===== src/hdl/rsl_pkg.sv =====
// ----------------------------------------------------------------------------
// rsl_pkg: shared types and constants for the RTP sequence loss tracker
// Stream table sizing, result kinds, lookup structs and FSM states.
// ----------------------------------------------------------------------------
package rsl_pkg;

  localparam int STREAMS     = 16;
  localparam int MISSED_SPAN = 32;

  localparam int IDX_W     = (STREAMS > 1) ? $clog2(STREAMS) : 1;
  localparam int GAP_W     = $clog2(MISSED_SPAN);
  localparam int SID_W     = 32;
  localparam int SEQ_W     = 16;
  localparam int CNT_W     = 32;
  localparam int KIND_W    = 3;
  localparam int GAP_OUT_W = 5;
  localparam int ENTRY_W   = CNT_W + SEQ_W;   // {rollover, highest}

  localparam logic [SEQ_W-1:0] HALF_RANGE = 16'h8000;
  localparam int               GAP_SAT    = 31;

  typedef logic [IDX_W-1:0] idx_t;

  typedef enum logic [KIND_W-1:0] {
    KIND_MISSING = 3'd0,
    KIND_FIRST   = 3'd1,
    KIND_ADVANCE = 3'd2,
    KIND_DUP     = 3'd3,
    KIND_LATE    = 3'd4,
    KIND_NOROOM  = 3'd5
  } kind_t;

  typedef enum logic [1:0] {
    S_IDLE,
    S_LOOK,
    S_EVAL,
    S_EMIT
  } state_t;

  // CAM search result
  typedef struct packed {
    logic hit;
    idx_t hit_idx;
    logic free;
    idx_t free_idx;
  } lookup_t;

  // new stream allocation request
  typedef struct packed {
    logic             en;
    idx_t             idx;
    logic [SID_W-1:0] sid;
  } alloc_t;

endpackage


===== src/hdl/rsl_if.sv =====
// ----------------------------------------------------------------------------
// rsl_if: valid/ready channels of the tracker
// Packet input channel and result output channel.
// ----------------------------------------------------------------------------
interface rsl_pkt_if;
  logic                      valid;
  logic                      ready;
  logic [rsl_pkg::SID_W-1:0] stream_id;
  logic [rsl_pkg::SEQ_W-1:0] seq_number;

  modport source (output valid, output stream_id, output seq_number, input ready);
  modport sink   (input valid, input stream_id, input seq_number, output ready);
endinterface

interface rsl_res_if;
  logic                          valid;
  logic                          ready;
  logic [rsl_pkg::KIND_W-1:0]    kind;
  logic [rsl_pkg::SEQ_W-1:0]     report_seq;
  logic [rsl_pkg::GAP_OUT_W-1:0] gap_losses;
  logic [rsl_pkg::CNT_W-1:0]     received_total;
  logic [rsl_pkg::CNT_W-1:0]     lost_total;
  logic                          last;

  modport source (output valid, output kind, output report_seq, output gap_losses,
                  output received_total, output lost_total, output last, input ready);
  modport sink   (input valid, input kind, input report_seq, input gap_losses,
                  input received_total, input lost_total, input last, output ready);
endinterface


===== src/hdl/rsl_ram.sv =====
// ----------------------------------------------------------------------------
// rsl_ram: generic simple dual-port RAM
// One write port, one read port, registered read data.
// ----------------------------------------------------------------------------
module rsl_ram #(
  parameter int WIDTH = 8,
  parameter int DEPTH = 16
) (
  input  logic                                         clk,
  input  logic                                         we,
  input  logic [((DEPTH > 1) ? $clog2(DEPTH) : 1)-1:0] waddr,
  input  logic [WIDTH-1:0]                             wdata,
  input  logic [((DEPTH > 1) ? $clog2(DEPTH) : 1)-1:0] raddr,
  output logic [WIDTH-1:0]                             rdata
);

  logic [WIDTH-1:0] mem [DEPTH];

  always_ff @(posedge clk) begin
    if (we) begin
      mem[waddr] <= wdata;
    end
    rdata <= mem[raddr];
  end

endmodule


===== src/hdl/rsl_stream_cam.sv =====
// ----------------------------------------------------------------------------
// rsl_stream_cam: stream identifier match table
// Valid bits and stream ids in flops; finds the matching and lowest free entry.
// ----------------------------------------------------------------------------
module rsl_stream_cam (
  input  logic                      clk,
  input  logic                      rst,
  input  logic [rsl_pkg::SID_W-1:0] sid,
  input  rsl_pkg::alloc_t           alloc,
  output rsl_pkg::lookup_t          lookup
);
  import rsl_pkg::*;

  logic [STREAMS-1:0] valid;
  logic [SID_W-1:0]   ids [STREAMS];

  always_ff @(posedge clk) begin
    if (rst) begin
      valid <= '0;
    end else if (alloc.en) begin
      valid[alloc.idx] <= 1'b1;
    end
    if (alloc.en) begin
      ids[alloc.idx] <= alloc.sid;
    end
  end

  // walk downward so the lowest index wins
  always_comb begin
    lookup = '0;
    for (int i = STREAMS - 1; i >= 0; i--) begin
      if (valid[i] && ids[i] == sid) begin
        lookup.hit     = 1'b1;
        lookup.hit_idx = IDX_W'(i);
      end
      if (!valid[i]) begin
        lookup.free     = 1'b1;
        lookup.free_idx = IDX_W'(i);
      end
    end
  end

  a_hit_valid: assert property (@(posedge clk) disable iff (rst)
    lookup.hit |-> valid[lookup.hit_idx] && ids[lookup.hit_idx] == sid)
    else $error("cam hit on invalid or mismatched entry");

  a_free_clear: assert property (@(posedge clk) disable iff (rst)
    lookup.free |-> !valid[lookup.free_idx])
    else $error("cam free entry already valid");

  a_alloc_free: assert property (@(posedge clk) disable iff (rst)
    alloc.en |-> !valid[alloc.idx] && !lookup.hit)
    else $error("allocation over a live entry");

endmodule


===== src/hdl/rtp_sequence_loss_tracker.sv =====
// ----------------------------------------------------------------------------
// rtp_sequence_loss_tracker: per-stream RTP sequence tracking and loss report
// CAM lookup of the stream, read-modify-write of {rollover, highest} in RAM,
// then serial emission of missing-number words followed by a status word.
// ----------------------------------------------------------------------------
// Flow: the first word is loaded into the output register from the emit state,
//   after the accept, CAM lookup + RAM read and evaluate states.
// Throughput: one packet at a time, accepted only in idle; then one missing-number
//   word per cycle (at most MISSED_SPAN-1) while the output slot is free, set by
//   the one RAM read per packet and the single output register; back-pressure stalls.
// Reset: valid bits and both totals clear synchronously; RAM contents stay
//   undefined (never read before written), so no clearing pass is needed.
module rtp_sequence_loss_tracker (
  input  logic     clk,
  input  logic     rst,
  rsl_pkt_if.sink  pkt,
  rsl_res_if.source res
);
  import rsl_pkg::*;

  // ---------------------------------------------------------------- state
  state_t state, state_next;

  logic [SID_W-1:0] sid_q;
  logic [SEQ_W-1:0] seq_q;
  logic [CNT_W-1:0] packets_seen, packets_seen_next;
  logic [CNT_W-1:0] numbers_missed, numbers_missed_next;

  lookup_t lk_q;            // CAM result captured at lookup
  lookup_t lookup;

  kind_t            st_kind, st_kind_next;       // status word kind
  logic [SEQ_W-1:0] pend_seq, pend_seq_next;     // next missing number
  logic [GAP_W-1:0] miss_cnt, miss_cnt_next;     // numbers to report
  logic [GAP_W-1:0] gap_cnt, gap_cnt_next;       // numbers reported so far

  // output register
  logic                 res_valid, res_valid_next;
  kind_t                o_kind, o_kind_next;
  logic [SEQ_W-1:0]     o_seq, o_seq_next;
  logic [GAP_OUT_W-1:0] o_gap, o_gap_next;
  logic [CNT_W-1:0]     o_rcv, o_rcv_next;
  logic [CNT_W-1:0]     o_lost, o_lost_next;
  logic                 o_last, o_last_next;

  // RAM ports
  logic               ram_we;
  idx_t               ram_waddr;
  logic [ENTRY_W-1:0] ram_wdata;
  logic [ENTRY_W-1:0] ram_rdata;
  alloc_t             alloc;

  // -------------------------------------------------------- table parts
  rsl_stream_cam u_cam (
    .clk    (clk),
    .rst    (rst),
    .sid    (sid_q),
    .alloc  (alloc),
    .lookup (lookup)
  );

  // read issued during lookup at the CAM hit index; data valid in evaluate
  rsl_ram #(
    .WIDTH (ENTRY_W),
    .DEPTH (STREAMS)
  ) u_ram (
    .clk   (clk),
    .we    (ram_we),
    .waddr (ram_waddr),
    .wdata (ram_wdata),
    .raddr (lookup.hit_idx),
    .rdata (ram_rdata)
  );

  // ------------------------------------------------------- evaluate path
  logic [SEQ_W-1:0] old_seq;
  logic [CNT_W-1:0] old_roll;
  logic [SEQ_W-1:0] diff;
  logic             wrap;

  assign old_seq  = ram_rdata[SEQ_W-1:0];
  assign old_roll = ram_rdata[ENTRY_W-1:SEQ_W];
  assign diff     = seq_q - old_seq;          // modulo 2^16
  assign wrap     = seq_q < old_seq;

  logic accept;
  logic slot_free;

  assign pkt.ready = (state == S_IDLE);
  assign accept    = pkt.valid && pkt.ready;
  assign slot_free = !res_valid || res.ready;

  // ---------------------------------------------------------- sequencer
  always_comb begin
    state_next          = state;
    packets_seen_next   = packets_seen;
    numbers_missed_next = numbers_missed;
    st_kind_next        = st_kind;
    pend_seq_next       = pend_seq;
    miss_cnt_next       = miss_cnt;
    gap_cnt_next        = gap_cnt;
    res_valid_next      = res_valid && !res.ready;
    o_kind_next         = o_kind;
    o_seq_next          = o_seq;
    o_gap_next          = o_gap;
    o_rcv_next          = o_rcv;
    o_lost_next         = o_lost;
    o_last_next         = o_last;
    ram_we              = 1'b0;
    ram_waddr           = lk_q.hit_idx;
    ram_wdata           = {old_roll + CNT_W'(wrap), seq_q};
    alloc.en            = 1'b0;
    alloc.idx           = lk_q.free_idx;
    alloc.sid           = sid_q;

    case (state)
      S_IDLE: begin
        if (accept) begin
          packets_seen_next = packets_seen + CNT_W'(1);
          state_next        = S_LOOK;
        end
      end

      S_LOOK: begin
        state_next = S_EVAL;
      end

      S_EVAL: begin
        miss_cnt_next = '0;
        gap_cnt_next  = '0;
        pend_seq_next = old_seq + SEQ_W'(1);
        if (!lk_q.hit) begin
          if (lk_q.free) begin
            // new stream: highest = seq, rollover = 0
            st_kind_next = KIND_FIRST;
            alloc.en     = 1'b1;
            ram_we       = 1'b1;
            ram_waddr    = lk_q.free_idx;
            ram_wdata    = {CNT_W'(0), seq_q};
          end else begin
            st_kind_next = KIND_NOROOM;
          end
        end else if (diff == '0) begin
          st_kind_next = KIND_DUP;
        end else if (diff > HALF_RANGE) begin
          st_kind_next = KIND_LATE;
        end else begin
          // advance, half range included
          st_kind_next = KIND_ADVANCE;
          ram_we       = 1'b1;
          if (diff < SEQ_W'(MISSED_SPAN)) begin
            miss_cnt_next = GAP_W'(diff - SEQ_W'(1));
          end else begin
            miss_cnt_next = GAP_W'(MISSED_SPAN - 1);
          end
        end
        state_next = S_EMIT;
      end

      S_EMIT: begin
        if (slot_free) begin
          res_valid_next = 1'b1;
          o_rcv_next     = packets_seen;
          if (gap_cnt != miss_cnt) begin
            // one missing-number word
            numbers_missed_next = numbers_missed + CNT_W'(1);
            gap_cnt_next        = gap_cnt + GAP_W'(1);
            pend_seq_next       = pend_seq + SEQ_W'(1);
            o_kind_next         = KIND_MISSING;
            o_seq_next          = pend_seq;
            o_gap_next          = '0;
            o_lost_next         = numbers_missed + CNT_W'(1);
            o_last_next         = 1'b0;
          end else begin
            // closing status word
            o_kind_next = st_kind;
            o_seq_next  = seq_q;
            o_gap_next  = (gap_cnt > GAP_SAT) ? GAP_OUT_W'(GAP_SAT) : GAP_OUT_W'(gap_cnt);
            o_lost_next = numbers_missed;
            o_last_next = 1'b1;
            state_next  = S_IDLE;
          end
        end
      end

      default: begin
        state_next = S_IDLE;
      end
    endcase
  end

  always_ff @(posedge clk) begin
    if (rst) begin
      state          <= S_IDLE;
      packets_seen   <= '0;
      numbers_missed <= '0;
      res_valid      <= 1'b0;
    end else begin
      state          <= state_next;
      packets_seen   <= packets_seen_next;
      numbers_missed <= numbers_missed_next;
      res_valid      <= res_valid_next;
    end
  end

  // payload and working registers, no reset
  always_ff @(posedge clk) begin
    if (accept) begin
      sid_q <= pkt.stream_id;
      seq_q <= pkt.seq_number;
    end
    if (state == S_LOOK) begin
      lk_q <= lookup;
    end
    st_kind  <= st_kind_next;
    pend_seq <= pend_seq_next;
    miss_cnt <= miss_cnt_next;
    gap_cnt  <= gap_cnt_next;
    o_kind   <= o_kind_next;
    o_seq    <= o_seq_next;
    o_gap    <= o_gap_next;
    o_rcv    <= o_rcv_next;
    o_lost   <= o_lost_next;
    o_last   <= o_last_next;
  end

  assign res.valid          = res_valid;
  assign res.kind           = o_kind;
  assign res.report_seq     = o_seq;
  assign res.gap_losses     = o_gap;
  assign res.received_total = o_rcv;
  assign res.lost_total     = o_lost;
  assign res.last           = o_last;

  // --------------------------------------------------------- assertions
  a_missing_word: assert property (@(posedge clk) disable iff (rst)
    res.valid && !res.last |-> res.kind == KIND_MISSING && res.gap_losses == '0)
    else $error("non-final word is not a clean missing-number word");

  a_count_packet: assert property (@(posedge clk) disable iff (rst)
    accept |=> packets_seen == $past(packets_seen) + CNT_W'(1))
    else $error("packet not counted on accept");

  a_gap_on_advance: assert property (@(posedge clk) disable iff (rst)
    state == S_EMIT && gap_cnt != miss_cnt |-> st_kind == KIND_ADVANCE)
    else $error("missing numbers pending on a non-advance packet");

endmodule


===== src/flat_wrapper.sv =====
// flat-port wrapper written by rule: the top's interface ports become plain ports
module rtp_sequence_loss_tracker_flat import rsl_pkg::*;
  (clk, rst, pkt_valid, pkt_stream_id, pkt_seq_number, pkt_ready, res_valid, res_kind, res_report_seq, res_gap_losses, res_received_total, res_lost_total, res_last, res_ready);
  rsl_pkt_if pkt_i ();
  rsl_res_if res_i ();
  input  logic clk;
  input  logic rst;
  input wire logic [$bits(pkt_i.valid)-1:0] pkt_valid;
  input wire logic [$bits(pkt_i.stream_id)-1:0] pkt_stream_id;
  input wire logic [$bits(pkt_i.seq_number)-1:0] pkt_seq_number;
  output wire logic [$bits(pkt_i.ready)-1:0] pkt_ready;
  output wire logic [$bits(res_i.valid)-1:0] res_valid;
  output wire logic [$bits(res_i.kind)-1:0] res_kind;
  output wire logic [$bits(res_i.report_seq)-1:0] res_report_seq;
  output wire logic [$bits(res_i.gap_losses)-1:0] res_gap_losses;
  output wire logic [$bits(res_i.received_total)-1:0] res_received_total;
  output wire logic [$bits(res_i.lost_total)-1:0] res_lost_total;
  output wire logic [$bits(res_i.last)-1:0] res_last;
  input wire logic [$bits(res_i.ready)-1:0] res_ready;
  assign pkt_i.valid = pkt_valid;
  assign pkt_i.stream_id = pkt_stream_id;
  assign pkt_i.seq_number = pkt_seq_number;
  assign pkt_ready = pkt_i.ready;
  assign res_valid = res_i.valid;
  assign res_kind = res_i.kind;
  assign res_report_seq = res_i.report_seq;
  assign res_gap_losses = res_i.gap_losses;
  assign res_received_total = res_i.received_total;
  assign res_lost_total = res_i.lost_total;
  assign res_last = res_i.last;
  assign res_i.ready = res_ready;
  rtp_sequence_loss_tracker u_core (.clk(clk), .rst(rst), .pkt(pkt_i), .res(res_i));
endmodule

===== config.mk =====
export PLATFORM = sky130hd
export DESIGN_NAME = rtp_sequence_loss_tracker_flat
export DESIGN_NICKNAME = d
export VERILOG_FILES = /design/src/hdl/rsl_pkg.sv /design/src/hdl/rsl_if.sv /design/src/hdl/rsl_ram.sv /design/src/hdl/rsl_stream_cam.sv /design/src/hdl/rtp_sequence_loss_tracker.sv /design/src/flat_wrapper.sv
export SDC_FILE = /design/constraint.sdc
export NUM_CORES = 2
export LEC_CHECK = 0
export BUFFER_PORTS_ARGS = -buffer_cell sky130_fd_sc_hd__clkbuf_2
export CORE_ASPECT_RATIO = 1.4
export CORE_UTILIZATION = 35
export DETAILED_ROUTE_END_ITERATION = 6
export PLACE_DENSITY = 0.52
export SETUP_SLACK_MARGIN = 0.4
export SKIP_CTS_REPAIR_TIMING = 1
export SYNTH_ARGS = -nofsm -noshare
export SYNTH_HDL_FRONTEND = slang
export SYNTH_SLANG_ARGS = --single-unit

===== constraint.sdc =====
create_clock -name clk -period 6.85 [get_ports clk]
set_input_delay 0.685 -clock clk [delete_from_list [all_inputs] [get_ports clk]]
set_output_delay 0.685 -clock clk [all_outputs]
set_load 0.05 [all_outputs]

==> reports/results.ini <==
[timing]
min_period_ns = 5.64
worst_slack_ns = 1.21
setup_tns_ns = 0
hold_viol_final = 0
worst_pin_slew_ns = 1.26
fmax_mhz = 177
fin_skew_ns = 0.0245
final-setup-viol-count = 0
finalCritPeriodShare_pct = 82.3
rsz0062_at_grt = false
relSlewSlack_pct = 15.6
final_max_slew_viol_count = 0
whs_ns = 0.142

[synth]
synth_area_leaders = edfxtp_1 (63%), xor2_1 (7.5%), xnor2_1 (4.5%)
synth_top_area_share_pct = 62.8
synth.largest_area_cell = edfxtp_1
synth_edf_count = 944
async_flop_share_pct = 0
syn_avg_cell_area_um2 = 13.8
synth_flop_cell = edfxtp_1
yosys_warnings = 0
ys_seq_elements = 1043
syn_nets = 3355
ys_seq_area_share_pct = 67.2
synth_cell_types = 68
synthTopCellsByCount = edfxtp_1 (944), xor2_1 (388), xnor2_1 (230)
syn-instance-count = 3277
syn_area_um2 = 45200
synth_most_common_cell = edfxtp_1

[drt]
num_vias = 27200
drtAntennaViolNets = 0
vias_per_cell = 5.20
firstDrtPassIters = 5
wl_per_cell_um = 24.6
wl_um = 129000
drc = 0
dr.first_iter.drc_count = 1879

[layout]
final_net_count = 3569
final_core_util_pct = 40.7
drive_gt1_share_pct = 14.9
fillCellCount = 11800
areaGrowthSynthToFinish_pct = 15.1
stdcell_count = 5231
final_design_area_no_fill_um2 = 52000

[global_routing]
track_usage_pct = 19.6
grt_pass1_wl_um = 187000
antenna_found_initial = 1
grt_pass1_vias = 27400
grt_max_degree = 84
grt_remaining_overflow = 0

[floorplanning]
ioPinCount = 143
initial_core_util_pct = 35.3
dieHeight_um = 427
die_w_um = 306
die_area_um2 = 130000
core_um2 = 128000
rows = 155

[critical_path]
crit_type = register to register
critPathRequiredTime_ns = 7.42
crit_fanout = 66
cp.arrival_ns = 6.21
startpoint_type = register
cp-end-kind = register

[clock_tree]
path_clk_slew_ns = 0.06
cts.sinks = 1043
cts-root-buf = clkbuf_16
cts_tree = yes
clockBufferDepth = 3
worstSkewPairLatency_ns = 0.72
h-tree-depth = 3
cts_buffers = 106

[placement]
dpl_cell_area_um2 = 48400
place_congestion = 0.880
dpl_worst_slack_ns = 1.25
place_hpwl_um = 84900
place_inst = 5031
port_buffers = 142

[pwr]
p_total_mw = 15.8
p_per_area_nw_per_um2 = 304
peakVddDrop_mv = 0.204
cellLeakagePower_nw = 17.4

[job]
cap_violations = 0

[hold_path]
hold_path.class = input port to register

[outcome]
status = finished, final reports clean

==> sequential cells by signal, indices dropped and copies added (netlist names) <==
name and cells:
u_core.res.valid 1, u_core.gap_cnt 5, u_core.res.lost_total 32, u_core.packets_seen 32, u_core.u_cam.ids 512, u_core.lk_q 6
u_core.u_ram.rdata 16, u_core.alloc 4, u_core.pend_seq 16, u_core.seq_q 16, u_core.u_cam.valid 16, u_core.st_kind 3
u_core.miss_cnt 5, u_core.res.last 1, u_core.res.report_seq 16, u_core.sid_q 32, u_core.state 2, u_core.numbers_missed 32
u_core.res.received_total 32, u_core.res.gap_losses 5, u_core.res.kind 3, u_core.u_ram.mem 256
==> layout make-up <==
| type | instances | area (um2) | area share (%) |
|---|---|---|---|
| multi-input cells | 2031 | 14100 | 27.1 |
| flip-flops and latches | 1043 | 30300 | 58.3 |
| inverters | 53 | 201 | 0.387 |
| clock inverters | 76 | 743 | 1.43 |
| repair buffers | 256 | 1760 | 3.38 |
| well taps | 1648 | 2060 | 3.97 |
| clock buffers | 123 | 2800 | 5.39 |
| diodes | 1 | 2.50 | 0.00481 |
==> placed cells by master (no fill, tap or decap), types with 51 or more instances in the layout <==
cell type and count:
xnor2_1 230, buf_4 100, nor4_1 159, edfxtp_1 944, inv_1 52, nand3_1 195
nand4_1 109, dfxtp_1 99, clkbuf_2 141, o21ai_0 59, nand2_1 147, nor2_1 169
mux2_2 51, nor3_1 55, xor2_1 388, clkbuf_16 109
==> critical path, cell delays in order (launching register included) <==
cell and delay [ns]:
edfxtp_1 1.13, buf_4 0.35, xor2_1 0.11, nor4_1 0.33, nand3_1 0.14, or4_1 0.48, and2_1 0.27, o2111ai_4 0.10
buf_4 0.58, and2_2 0.27, buf_4 0.54, o21ai_1 0.63, o22ai_1 0.37, o21ai_1 0.10
==> worst paths after layout <==
path / from / endpoint / slack, ns / depth (start not counted)
setup / recovery: u_core.sid_q[14] / u_core.u_ram.rdata[2] / 1.21 / 13
hold / removal: pkt_stream_id[12] / u_core.sid_q[12] / 0.14 / 1
hold reg to reg: u_core.packets_seen[7] / u_core.res.received_total[7] / 0.47 / 0
setup reg to reg: u_core.sid_q[14] / u_core.u_ram.rdata[2] / 1.21 / 13
==> logic make-up after synthesis <==
family                   count (synthesis)  share of synthesized area, %
AO/OA/AOI/OAI                          233                          3.27
multiplexers                            94                          2.22
adder cells (fa/ha/maj)                 26                         0.737
buffers and inverters                  203                          1.97
flip-flops                            1043                          67.2
XOR/XNOR                               618                          12.0
AND/OR/NAND/NOR                       1060                          12.6
==> metal layers <==
layer / up-vias / global-route usage, % / routed length, um
li1: 12700 / - / -
met1: 13600 / 22.2 / 50000
met2: 680 / 36.8 / 68700
met3: 229 / 2.21 / 4540
met4: 2 / 8.74 / 5270
met5: - / 0 / 11
==> report_power, final <==
group	switching [mW]	internal, mW
Sequential	0.236	7.38
Clock	2.53	3.42
Combinational	1.58	0.649
Total	4.35	11.4
Power figures use the tool's default switching activity.
